--- src/hw/rtl/utxf_pkg.sv ---
// utxf_pkg: shared types, constants and helper functions of the uart transmitter
// with character fifo; used by the interfaces and the top level
// no dependencies

package utxf_pkg;

    // character and register widths
    localparam int CHAR_W      = 9;
    localparam int BITS_W      = 4;
    localparam int TICKS_W     = 5;
    localparam int CFG_DATA_W  = 5;
    localparam int CFG_ADDR_W  = 1;
    localparam int PHASE_W     = 4;
    localparam int SLOT_W      = 4;

    // default character fifo depth
    localparam int FIFO_DEPTH_DEF = 64;

    // register reset values
    localparam logic [BITS_W-1:0]  DATA_BITS_RST = 4'd8;
    localparam logic [TICKS_W-1:0] TICKS_RST     = 5'd5;

    // effective ranges
    localparam logic [BITS_W-1:0]  DATA_BITS_MIN = 4'd5;
    localparam logic [BITS_W-1:0]  DATA_BITS_MAX = 4'd9;
    localparam logic [TICKS_W-1:0] TICKS_MIN     = 5'd1;
    localparam logic [TICKS_W-1:0] TICKS_MAX     = 5'd16;

    // register indexes on the config port
    localparam logic [CFG_ADDR_W-1:0] REG_DATA_BITS = 1'b0;
    localparam logic [CFG_ADDR_W-1:0] REG_TICKS     = 1'b1;

    // item commands
    localparam logic CMD_TICK = 1'b0;
    localparam logic CMD_PUSH = 1'b1;

    // bit slot codes
    localparam logic [SLOT_W-1:0] SLOT_START = 4'd0;
    localparam logic [SLOT_W-1:0] SLOT_FIRST = 4'd1;

    function automatic logic [BITS_W-1:0] eff_data_bits(input logic [BITS_W-1:0] v);
        logic [BITS_W-1:0] r;
        r = v;
        if (v < DATA_BITS_MIN)
        begin
            r = DATA_BITS_MIN;
        end
        else if (v > DATA_BITS_MAX)
        begin
            r = DATA_BITS_MAX;
        end
        return r;
    endfunction

    function automatic logic [TICKS_W-1:0] eff_ticks(input logic [TICKS_W-1:0] v);
        logic [TICKS_W-1:0] r;
        r = v;
        if (v < TICKS_MIN)
        begin
            r = TICKS_MIN;
        end
        else if (v > TICKS_MAX)
        begin
            r = TICKS_MAX;
        end
        return r;
    endfunction

endpackage

--- src/hw/rtl/utxf_if.sv ---
// utxf_if: valid/ready channel interfaces of the uart transmitter,
// one for the input items and one for the result beats
// depends on utxf_pkg

interface utxf_in_if;
    logic                         valid;
    logic                         ready;
    logic                         cmd;
    logic [utxf_pkg::CHAR_W-1:0]  data_byte;
    logic                         commit;

    modport source (output valid, cmd, data_byte, commit, input ready);
    modport sink   (input valid, cmd, data_byte, commit, output ready);
endinterface

interface utxf_out_if;
    logic valid;
    logic ready;
    logic tx_line;
    logic busy_res;
    logic refused;
    logic dropped;

    modport source (output valid, tx_line, busy_res, refused, dropped, input ready);
    modport sink   (input valid, tx_line, busy_res, refused, dropped, output ready);
endinterface

--- src/hw/rtl/utxf_ram.sv ---
// utxf_ram: generic simple dual port ram, one write and one registered read port
// no dependencies

module utxf_ram #(
    parameter int WIDTH = 9,
    parameter int DEPTH = 64
) (
    input  logic                     clk,
    input  logic                     we,
    input  logic [$clog2(DEPTH)-1:0] waddr,
    input  logic [WIDTH-1:0]         wdata,
    input  logic [$clog2(DEPTH)-1:0] raddr,
    output logic [WIDTH-1:0]         rdata
);

    logic [WIDTH-1:0] mem [DEPTH];
    logic [WIDTH-1:0] rdata_reg;

    always_ff @(posedge clk)
    begin
        if (we)
        begin
            mem[waddr] <= wdata;
        end
        rdata_reg <= mem[raddr];
    end

    assign rdata = rdata_reg;

endmodule

--- src/hw/rtl/uart_tx_with_fifo.sv ---
// uart_tx_with_fifo: serial transmitter with a character fifo, top level
// depends on utxf_pkg, utxf_if (utxf_in_if, utxf_out_if) and utxf_ram
//
// usage
//   in_ch carries one item per beat: cmd selects a tick of time or a push of
//   data_byte into the fifo; commit on a push starts transmission. pushes are
//   refused while the transmitter is busy and dropped when the fifo is full
//   out_ch gives exactly one result beat per item: the line level, busy, and
//   the refused / dropped flags of that item
//   each slot of ticks_per_bit ticks sends one bit: start (low), data bits
//   lsb first, stop (high), one idle gap; then the next queued character
//   result: the beat is registered and valid in the cycle after acceptance
//   throughput: one item per cycle when out_ch is not stalled; every item
//   is one state update; the head is prefetched via the ram's registered port
//   stall: when out_ch is stalled the result waits in the output register and
//   in_ch.ready drops until it is taken; no beat is lost or repeated
//   reset: line idles high, fifo empty, not busy, data_bits 8, ticks_per_bit 5
//   config writes (cfg_we, cfg_addr, cfg_data) take effect on the next item

module uart_tx_with_fifo #(
    parameter int FIFO_DEPTH = utxf_pkg::FIFO_DEPTH_DEF
) (
    input  logic                                clk,
    input  logic                                rst_n,
    utxf_in_if.sink                             in_ch,
    utxf_out_if.source                          out_ch,
    input  logic                                cfg_we,
    input  logic [utxf_pkg::CFG_ADDR_W-1:0]     cfg_addr,
    input  logic [utxf_pkg::CFG_DATA_W-1:0]     cfg_data
);

    localparam int PTR_W = $clog2(FIFO_DEPTH);
    localparam int CNT_W = $clog2(FIFO_DEPTH + 1);
    localparam logic [PTR_W-1:0] PTR_LAST = PTR_W'(FIFO_DEPTH - 1);
    localparam logic [CNT_W-1:0] CNT_FULL = CNT_W'(FIFO_DEPTH);

    // configuration registers
    logic [utxf_pkg::BITS_W-1:0]  data_bits_reg;
    logic [utxf_pkg::TICKS_W-1:0] ticks_reg;

    // transmitter state
    logic [utxf_pkg::PHASE_W-1:0] phase_reg, phase_next;
    logic [utxf_pkg::SLOT_W-1:0]  slot_reg, slot_next;
    logic [utxf_pkg::CHAR_W-1:0]  shift_reg, shift_next;
    logic                         sending_reg, sending_next;
    logic                         busy_reg, busy_next;
    logic                         line_reg, line_next;

    // fifo pointers
    logic [PTR_W-1:0] head_reg, head_next;
    logic [PTR_W-1:0] tail_reg, tail_next;
    logic [CNT_W-1:0] count_reg, count_next;

    // head prefetch and write bypass
    logic [utxf_pkg::CHAR_W-1:0] ram_rdata;
    logic [utxf_pkg::CHAR_W-1:0] byp_data_reg;
    logic                        byp_reg;
    logic [utxf_pkg::CHAR_W-1:0] head_data;
    logic                        ram_we;
    logic                        pop;

    // output register
    logic out_valid_reg;
    logic tx_line_reg, busy_res_reg, refused_reg, dropped_reg;
    logic refused_next, dropped_next;

    logic                         accept;
    logic [utxf_pkg::BITS_W-1:0]  nb;
    logic [utxf_pkg::SLOT_W:0]    stop_slot;
    logic [utxf_pkg::TICKS_W-1:0] nticks;
    logic [utxf_pkg::TICKS_W-1:0] phase_inc;

    // a new item enters whenever the output register is free or being drained
    assign in_ch.ready = !out_valid_reg || out_ch.ready;
    assign accept      = in_ch.valid && in_ch.ready;

    assign nb        = utxf_pkg::eff_data_bits(data_bits_reg);
    assign nticks    = utxf_pkg::eff_ticks(ticks_reg);
    assign stop_slot = {1'b0, nb} + 5'd1;
    assign phase_inc = {1'b0, phase_reg} + 5'd1;

    // the character at the head: freshly written entry wins over the ram read
    assign head_data = byp_reg ? byp_data_reg : ram_rdata;

    always_ff @(posedge clk or negedge rst_n)
    begin
        if (!rst_n)
        begin
            data_bits_reg <= utxf_pkg::DATA_BITS_RST;
            ticks_reg     <= utxf_pkg::TICKS_RST;
        end
        else if (cfg_we)
        begin
            unique case (cfg_addr)
                utxf_pkg::REG_DATA_BITS: data_bits_reg <= cfg_data[utxf_pkg::BITS_W-1:0];
                utxf_pkg::REG_TICKS:     ticks_reg     <= cfg_data;
                default:                 ;
            endcase
        end
    end

    // next state for one accepted item
    always_comb
    begin
        phase_next   = phase_reg;
        slot_next    = slot_reg;
        shift_next   = shift_reg;
        sending_next = sending_reg;
        busy_next    = busy_reg;
        line_next    = line_reg;
        head_next    = head_reg;
        tail_next    = tail_reg;
        count_next   = count_reg;
        refused_next = 1'b0;
        dropped_next = 1'b0;
        ram_we       = 1'b0;
        pop          = 1'b0;

        if (accept)
        begin
            case (in_ch.cmd)
                utxf_pkg::CMD_PUSH:
                begin
                    if (busy_reg)
                    begin
                        refused_next = 1'b1;
                    end
                    else
                    begin
                        if (count_reg == CNT_FULL)
                        begin
                            dropped_next = 1'b1;
                        end
                        else
                        begin
                            ram_we     = 1'b1;
                            tail_next  = (tail_reg == PTR_LAST) ? '0 : tail_reg + 1'b1;
                            count_next = count_reg + 1'b1;
                        end
                        if (in_ch.commit)
                        begin
                            busy_next    = 1'b1;
                            sending_next = 1'b1;
                        end
                    end
                end
                default:
                begin
                    // one bit slot runs on phase zero
                    if (phase_reg == '0 && sending_reg)
                    begin
                        if (slot_reg == utxf_pkg::SLOT_START)
                        begin
                            busy_next = 1'b1;
                            line_next = 1'b0;
                            slot_next = utxf_pkg::SLOT_FIRST;
                            if (count_reg != '0)
                            begin
                                pop        = 1'b1;
                                shift_next = head_data;
                                head_next  = (head_reg == PTR_LAST) ? '0 : head_reg + 1'b1;
                                count_next = count_reg - 1'b1;
                            end
                            else
                            begin
                                shift_next = '0;
                            end
                        end
                        else if ({1'b0, slot_reg} < stop_slot)
                        begin
                            line_next  = shift_reg[0];
                            shift_next = shift_reg >> 1;
                            slot_next  = slot_reg + 1'b1;
                        end
                        else if ({1'b0, slot_reg} == stop_slot)
                        begin
                            line_next = 1'b1;
                            slot_next = slot_reg + 1'b1;
                        end
                        else
                        begin
                            // gap slot, also any slot past the stop bit
                            slot_next = utxf_pkg::SLOT_START;
                            if (count_reg == '0)
                            begin
                                busy_next    = 1'b0;
                                sending_next = 1'b0;
                            end
                        end
                    end
                    phase_next = (phase_inc >= nticks) ? '0
                                                       : phase_inc[utxf_pkg::PHASE_W-1:0];
                end
            endcase
        end
    end

    always_ff @(posedge clk or negedge rst_n)
    begin
        if (!rst_n)
        begin
            phase_reg   <= '0;
            slot_reg    <= utxf_pkg::SLOT_START;
            shift_reg   <= '0;
            sending_reg <= 1'b0;
            busy_reg    <= 1'b0;
            line_reg    <= 1'b1;
            head_reg    <= '0;
            tail_reg    <= '0;
            count_reg   <= '0;
            byp_reg     <= 1'b0;
        end
        else
        begin
            phase_reg   <= phase_next;
            slot_reg    <= slot_next;
            shift_reg   <= shift_next;
            sending_reg <= sending_next;
            busy_reg    <= busy_next;
            line_reg    <= line_next;
            head_reg    <= head_next;
            tail_reg    <= tail_next;
            count_reg   <= count_next;
            // the ram read of head_next misses a write to the same entry
            byp_reg     <= ram_we && (tail_reg == head_next);
        end
    end

    always_ff @(posedge clk)
    begin
        byp_data_reg <= in_ch.data_byte;
    end

    // character store, read address is head_next, the next head pointer value
    utxf_ram #(
        .WIDTH (utxf_pkg::CHAR_W),
        .DEPTH (FIFO_DEPTH)
    ) u_fifo_ram (
        .clk   (clk),
        .we    (ram_we),
        .waddr (tail_reg),
        .wdata (in_ch.data_byte),
        .raddr (head_next),
        .rdata (ram_rdata)
    );

    // output register
    always_ff @(posedge clk or negedge rst_n)
    begin
        if (!rst_n)
        begin
            out_valid_reg <= 1'b0;
        end
        else if (accept)
        begin
            out_valid_reg <= 1'b1;
        end
        else if (out_ch.ready)
        begin
            out_valid_reg <= 1'b0;
        end
    end

    always_ff @(posedge clk)
    begin
        if (accept)
        begin
            tx_line_reg  <= line_next;
            busy_res_reg <= busy_next;
            refused_reg  <= refused_next;
            dropped_reg  <= dropped_next;
        end
    end

    assign out_ch.valid    = out_valid_reg;
    assign out_ch.tx_line  = tx_line_reg;
    assign out_ch.busy_res = busy_res_reg;
    assign out_ch.refused  = refused_reg;
    assign out_ch.dropped  = dropped_reg;

    // fill level never passes the depth
    a_count_bound: assert property (@(posedge clk) disable iff (!rst_n)
        count_reg <= CNT_FULL)
        else $error("fifo count beyond depth");

    // empty or full fifo has its pointers together
    a_ptr_match: assert property (@(posedge clk) disable iff (!rst_n)
        (count_reg == '0 || count_reg == CNT_FULL) |-> head_reg == tail_reg)
        else $error("fifo pointers out of step with count");

    // a push is never queued in the cycle of a pop
    a_no_push_pop: assert property (@(posedge clk) disable iff (!rst_n)
        !(ram_we && pop))
        else $error("push and pop in the same cycle");

    // an idle transmitter sits on the start slot
    a_idle_slot: assert property (@(posedge clk) disable iff (!rst_n)
        !sending_reg |-> slot_reg == utxf_pkg::SLOT_START)
        else $error("bit slot moved while not sending");

    // a refused push is only reported while busy
    a_refused_busy: assert property (@(posedge clk) disable iff (!rst_n)
        (out_valid_reg && refused_reg) |-> busy_res_reg)
        else $error("refused without busy");

endmodule
--- src/flat_wrapper.sv ---
// flat-port wrapper written by rule: the top's interface ports become plain ports
module uart_tx_with_fifo_flat 
#(
    parameter int FIFO_DEPTH = utxf_pkg::FIFO_DEPTH_DEF
)
  (clk, rst_n, cfg_we, cfg_addr, cfg_data, in_ch_valid, in_ch_cmd, in_ch_data_byte, in_ch_commit, in_ch_ready, out_ch_valid, out_ch_tx_line, out_ch_busy_res, out_ch_refused, out_ch_dropped, out_ch_ready);
  utxf_in_if in_ch_i ();
  utxf_out_if out_ch_i ();
  input  logic clk;
  input  logic rst_n;
  input  logic cfg_we;
  input  logic [utxf_pkg::CFG_ADDR_W-1:0] cfg_addr;
  input  logic [utxf_pkg::CFG_DATA_W-1:0] cfg_data;
  input wire logic [$bits(in_ch_i.valid)-1:0] in_ch_valid;
  input wire logic [$bits(in_ch_i.cmd)-1:0] in_ch_cmd;
  input wire logic [$bits(in_ch_i.data_byte)-1:0] in_ch_data_byte;
  input wire logic [$bits(in_ch_i.commit)-1:0] in_ch_commit;
  output wire logic [$bits(in_ch_i.ready)-1:0] in_ch_ready;
  output wire logic [$bits(out_ch_i.valid)-1:0] out_ch_valid;
  output wire logic [$bits(out_ch_i.tx_line)-1:0] out_ch_tx_line;
  output wire logic [$bits(out_ch_i.busy_res)-1:0] out_ch_busy_res;
  output wire logic [$bits(out_ch_i.refused)-1:0] out_ch_refused;
  output wire logic [$bits(out_ch_i.dropped)-1:0] out_ch_dropped;
  input wire logic [$bits(out_ch_i.ready)-1:0] out_ch_ready;
  assign in_ch_i.valid = in_ch_valid;
  assign in_ch_i.cmd = in_ch_cmd;
  assign in_ch_i.data_byte = in_ch_data_byte;
  assign in_ch_i.commit = in_ch_commit;
  assign in_ch_ready = in_ch_i.ready;
  assign out_ch_valid = out_ch_i.valid;
  assign out_ch_tx_line = out_ch_i.tx_line;
  assign out_ch_busy_res = out_ch_i.busy_res;
  assign out_ch_refused = out_ch_i.refused;
  assign out_ch_dropped = out_ch_i.dropped;
  assign out_ch_i.ready = out_ch_ready;
  uart_tx_with_fifo #(.FIFO_DEPTH(FIFO_DEPTH)) u_core (.clk(clk), .rst_n(rst_n), .in_ch(in_ch_i), .out_ch(out_ch_i), .cfg_we(cfg_we), .cfg_addr(cfg_addr), .cfg_data(cfg_data));
endmodule
--- config.mk ---
export PLATFORM = sky130hd
export DESIGN_NAME = uart_tx_with_fifo_flat
export DESIGN_NICKNAME = d
export VERILOG_FILES = /design/src/hw/rtl/utxf_pkg.sv /design/src/hw/rtl/utxf_if.sv /design/src/hw/rtl/utxf_ram.sv /design/src/hw/rtl/uart_tx_with_fifo.sv /design/src/flat_wrapper.sv
export SDC_FILE = /design/constraint.sdc
export NUM_CORES = 1
export LEC_CHECK = 0
export ABC_AREA = 1
export BUFFER_PORTS_ARGS = -buffer_cell sky130_fd_sc_hd__buf_4
export CAP_MARGIN = 20
export CORE_UTILIZATION = 33
export DETAILED_ROUTE_END_ITERATION = 12
export PLACE_DENSITY_LB_ADDON = 0.05
export SYNTH_ARGS = -nofsm -noshare
export SYNTH_HDL_FRONTEND = slang
export SYNTH_SLANG_ARGS = --single-unit
--- constraint.sdc ---
create_clock -name clk -period 5.2 [get_ports clk]
set_input_delay 0.78 -clock clk [delete_from_list [all_inputs] [get_ports clk]]
set_output_delay 0.78 -clock clk [all_outputs]
set_load 0.02 [all_outputs]
# Word level (Yosys, flattened, before mapping)
# Memories as Yosys holds them, arrays and structs flattened. A register that Yosys moved wholly into a read port is not among the register bits.
# Index checks and enable logic that the tools add are counted.
[classes]
n_reduce_logical = 24
n_addsub = 7
order_cmp = 6
n_bitwise = 4
eq_ne = 11
muxes = 58
[op_table]
columns = ["operator", "count"]
rows = [
  ["$mux 6", 7],
  ["$mux 7", 6],
  ["$mux 9", 4],
  ["$mux 1", 33],
  ["$mux 4", 6],
  ["$add 6x1->6 const B", 2],
  ["$eq 6x6->1 const B", 2],
  ["$reduce_bool 2->1", 6],
  ["$add 4x1->5 const B", 2],
  ["$mux 5", 2],
  ["$ne 2x2->1 const B", 5],
  ["$logic_not 4->1", 2],
  ["$reduce_and 4->1", 2],
  ["$reduce_and 8->1", 1],
  ["$add 7x1->7 const B", 1],
  ["$eq 7x7->1 const B", 1],
  ["$logic_not 7->1", 1],
  ["$reduce_bool 7->1", 1],
  ["$sub 7x1->7 const B", 1],
  ["$eq 6x6->1", 1],
  ["$reduce_and 2->1", 3],
  ["$reduce_and 6->1", 1],
  ["$eq 4x5->1", 1],
  ["$ge 5x5->1", 1],
  ["13 further kinds", 18],
]
[totals]
wordCells = 129
reg_bits = 63
in_bits = 22
out_inout_bits = 6
n_memories = 1
ramBits = 576
[memory_table]
columns = ["memory", "words", "width", "read_ports", "rd_clocked_by_memory_dff", "write_ports", "line", "text"]
rows = [
  ["u_core.u_fifo_ram.mem", 64, 9, 1, 1, 1, "utxf_ram.sv:16", "logic [WIDTH-1:0] mem [DEPTH];"],
]

# Logic depth before layout (Yosys ltp)
[logic_depth]
depth_word = 11
depth_mapped = 19

# Modules after synthesis
# A second synthesis with hierarchy kept.
[unflattened]
hier_cells = 2431
hier_area_um2 = 27351.2
[modules_own_cells]
columns = ["module", "n_inst", "cells_each", "area_each_um2"]
rows = [
  ["utxf_ram", 1, 2016, 23799.1],
  ["uart_tx_with_fifo", 1, 415, 3552.2],
]

# Worst setup path after synthesis
# Ideal clock, no wire load.
[synth_path]
path_kind = "in2reg"
from = "input out_ch_ready"
to = "memory u_core.u_fifo_ram.mem[40][0] (enable)"
path_stages = 9
required_ns = 4.826
path_buffers = 1
arrival_time_ns = 2.446
path_slack_ns = 2.380
path_cell_list = "inv_1 > nand2_1 > nand2_1 > nor3_1 > nand2_1 > inv_1 > clkbuf_1 > nand3_1 > nor2_1"
[synth_between]
elab_chain_cells = 5
[synth_rtl]
columns = ["element", "line", "text"]
rows = [
  ["from (decl)", "flat_wrapper.sv:24", "input wire logic [$bits(out_ch_i.ready)-1:0] out_ch_ready;"],
  ["$logic_or 1x1->1", "uart_tx_with_fifo.sv:74", "assign in_ch.ready = !out_valid_reg || out_ch.ready;"],
  ["net in_ch_ready", "flat_wrapper.sv:18", "output wire logic [$bits(in_ch_i.ready)-1:0] in_ch_ready;"],
  ["$logic_and 1x1->1", "uart_tx_with_fifo.sv:75", "assign accept = in_ch.valid && in_ch.ready;"],
  ["$mux 1", "uart_tx_with_fifo.sv:119", "if (accept)"],
  ["$mux 1", "utxf_ram.sv:21", "if (we)"],
  ["$mux 1 (implied by the code)", "utxf_ram.sv:23", "mem[waddr] <= wdata;"],
  ["to (decl)", "utxf_ram.sv:16", ""],
]
# The timed path passes the listed nets, and every way through them passes these cells.

# Final worst setup path
[layout_path]
from = "register u_core.count_reg[5]"
to = "register u_core.u_fifo_ram.rdata_reg[1] (netlist: u_core.u_fifo_ram.rdata[1]), read port of u_core.u_fifo_ram.mem"
[layout_between]
elab_chain_cells = 6
[layout_rtl]
columns = ["element", "line", "text"]
rows = [
  ["from (decl)", "uart_tx_with_fifo.sv:52", "logic [CNT_W-1:0] count_reg, count_next;"],
  ["from (signal assigned)", "uart_tx_with_fifo.sv:223", "count_reg <= count_next;"],
  ["$reduce_bool 7->1", "uart_tx_with_fifo.sv:157", "if (count_reg != '0)"],
  ["$mux 6", "uart_tx_with_fifo.sv:157", ""],
  ["$mux 6", "uart_tx_with_fifo.sv:152", "if (slot_reg == utxf_pkg::SLOT_START)"],
  ["$mux 6", "uart_tx_with_fifo.sv:150", "if (phase_reg == '0 && sending_reg)"],
  ["$mux 6", "uart_tx_with_fifo.sv:121", "case (in_ch.cmd)"],
  ["$mux 6", "uart_tx_with_fifo.sv:119", ""],
  ["to (decl)", "utxf_ram.sv:17", "logic [WIDTH-1:0] rdata_reg;"],
]
# No other way between the ends.
# A chain may end at the register's enable or synchronous reset.

==> metrics.csv <==
metric,value,unit
start_kind,flop,
path_cells,"nor2_1, nand2_1, nor2_2, nor2_1, nand3_4, buf_4, buf_4, nand3b_1, nand3_1, nand3_1, nand3_1, nand3_1, nand3_1, nand2_1",
ant_nets,0,
tightestPinTransition,1.14,ns
final_common_cell,nand2_1,
netlist.top_cell.by_area,edfxtp_1,
skew,0.0229,ns
row_count,107,
port_buffers,27,
largest_reg_flops,576,
syn_area,28800,sq um
wl_per_cell,21.8,um
grt_pass1_vias,19000,
regToRegEndpoint,u_core.u_fifo_ram.rdata[1]$_DFF_P_,
drv_slew,0,
clk_latency,0.62,ns
routed_wl,87.2,mm
finalSetupViolations,0,
mostFrequentLayoutCells,"nand2_1, edfxtp_1, nand3_1, inv_1, nor2_1",
hold_class,in -> async,
regToRegSetupSlack,1.52,ns
crit_top_cell,nand3_1,
layout-drive-gt1-share,6.91,%
rsz0062_at_grt,no,
timing.rr.start,u_core.count_reg[5]$_DFFE_PN0P_,
grt_pass1_wl,130,mm
fin_crit,3.68,ns
synthDistinctLibCells,47,
holdWs,0.198,ns
grt_max_degree,112,
synth_nets,2834,
clk_pin_slew,0.06,ns
fin_crit_sh,70.7,%
dieArea,88500,sq um
die_w,297,um
fill_cells,8422,
r2r_cells,14,
max-clock-path-buffers,3,
cp_data_arrival_time,4.19,ns
final_nets,2837,
avgViaCountPerCell,4.84,
synth_edf_count,580,
cp-end-kind,flop,
n_antenna_cell,0,
synthToLayoutAreaGrowth,13.4,%
critical_path.max_stage_delay,0.61,ns
drc,0,
avgSynthCellArea,10.3,sq um
ys_seq_area_share,66.1,%
crit_required,5.71,ns
synthArstFlopShare,7.72,%
yosys_warnings,0,
routabilityCongestion,0.772,
max_freq,0.272,GHz
worstSetupPathType,reg -> reg,
ir_worst_vdd,0.259,mV
total_leakage_power,13.2,nW
start_util,33.6,%
maxCapViolations,0,
yosys-top-cells-area,"edfxtp_1, nand3_1, nand2_1, inv_1, dfrtp_1",
ys_dominant_reg_cell,edfxtp_1,
vias,19400,
io_pins,28,
track_usage,19.8,%
dp_hpwl,49.7,mm
finalHoldViolations,0,
top_register,u_core.u_fifo_ram.mem,
yosysTopAreaCellShare,60.5,%
synthCells,2790,
critical_path_buf_inv_count,2,
ys_ff_latch,648,
status,completed,
die_h,297,um
drt_iter0_markers,1536,
htree_levels,3,
antenna_found_initial,1,
core,85800,sq um
overflow,0,
tns,0,ns
clk_root_buffer_cell,clkbuf_16,
path_delay_family,simple AND/OR/NAND/NOR gates,
crit_slowest_cell,buf_4,
clkSinkCount,648,
slew_headroom,24.2,%
cts_hold_buf,0,
numCtsBuffers,78,
cp_max_fo,46,
cts_resized,0,
power-per-cell-area,432,nW/um^2
firstDrtPassIters,5,
cts_tree,yes,
postCtsSetupBuffers,0,
[logic make-up (layout without fill, tap and decap cells)]
family          count (synthesis)  count (layout)  synth area share, %
fa+ha+maj                      22              22                0.982
xor+xnor                       14              14                0.426
buf+inv                       595             656                 8.33
mux                             9               9                0.313
compound gates                 78              78                 1.59
flops                         648             648                 66.1
simple gates                 1424            1424                 22.3
[worst max path at each step]
stage | start | to | slack [ns] | depth (start not counted)
after floorplan | out_ch_ready | u_core.u_fifo_ram.mem[40][0]$_DFFE_PP_ | 2.38 | 9
after CTS | u_core.count_reg[5]$_DFFE_PN0P_ | u_core.u_fifo_ram.rdata[1]$_DFF_P_ | 1.51 | 14
final | u_core.count_reg[5]$_DFFE_PN0P_ | u_core.u_fifo_ram.rdata[1]$_DFF_P_ | 1.52 | 14
after detailed placement | in_ch_cmd | u_core.u_fifo_ram.rdata[6]$_DFF_P_ | 1.18 | 14
after global placement | in_ch_cmd | u_core.u_fifo_ram.rdata[1]$_DFF_P_ | 1.14 | 14
after global routing | u_core.count_reg[5]$_DFFE_PN0P_ | u_core.u_fifo_ram.rdata[1]$_DFF_P_ | 1.28 | 14
[worst register-to-register path: cells and delay by family (launching register included)]
kind	cells	cell delay [ns]
flip-flops	1	0.40
AND/OR/NAND/NOR	12	1.94
buffers and inverters	2	1.24
[cell usage after synthesis (21+ instances only)]
cell type	n
nand2_1	688
edfxtp_1	580
ha_1	21
nand3_1	536
nand3b_1	81
clkbuf_1	38
buf_4	21
inv_1	453
o21ai_0	37
nor2_1	88
buf_2	71
dfrtp_1	46
[cell type report]
cell class / count / area [sq um] / area share (%)
clock inverters: 38 / 319 / 0.977
clock buffers: 100 / 2130 / 6.52
multi-input cells: 1547 / 7440 / 22.8
repair buffers: 59 / 588 / 1.80
inverters: 459 / 1720 / 5.27
well taps: 1144 / 1430 / 4.38
flip-flops and latches: 648 / 19000 / 58.3
[through the flow]
stage / cell area [sq um] / setup WS (ns) / power [mW] / util (%) / cells
2_1_floorplan: 28800 / 2.38 / 7.75 / - / 2790
3_3_place_gp: 30200 / 1.14 / 8.92 / 35.2 / 3855
3_5_place_dp: 30200 / 1.18 / 8.93 / 35.2 / 3857
4_1_cts: 32700 / 1.51 / 14.3 / 38.1 / 3995
5_1_grt: 32700 / 1.28 / 14.8 / 38.1 / 3995
6_report: 32700 / 1.52 / 14.1 / 38.1 / 3995
[metal layers]
layer | share of wire, % | wire length [um] | GRT usage, %
met3 | 4.8 | 4180 | 3.18
met5 | 0 | 0 | 0
met2 | 47 | 40600 | 31.6
met1 | 47 | 40600 | 27.8
met4 | 2.1 | 1840 | 5.25
[where the power goes]
group | leakage (nW) | internal (mW) | total [mW] | switching [mW]
logic | 5.99 | 0.761 | 2.82 | 2.06
clock network | 1.20 | 3.13 | 5.32 | 2.19
registers | 5.97 | 5.84 | 5.96 | 0.125
total | 13.2 | 9.73 | 14.1 | 4.37
No activity file was read; power rests on OpenSTA's default activity.
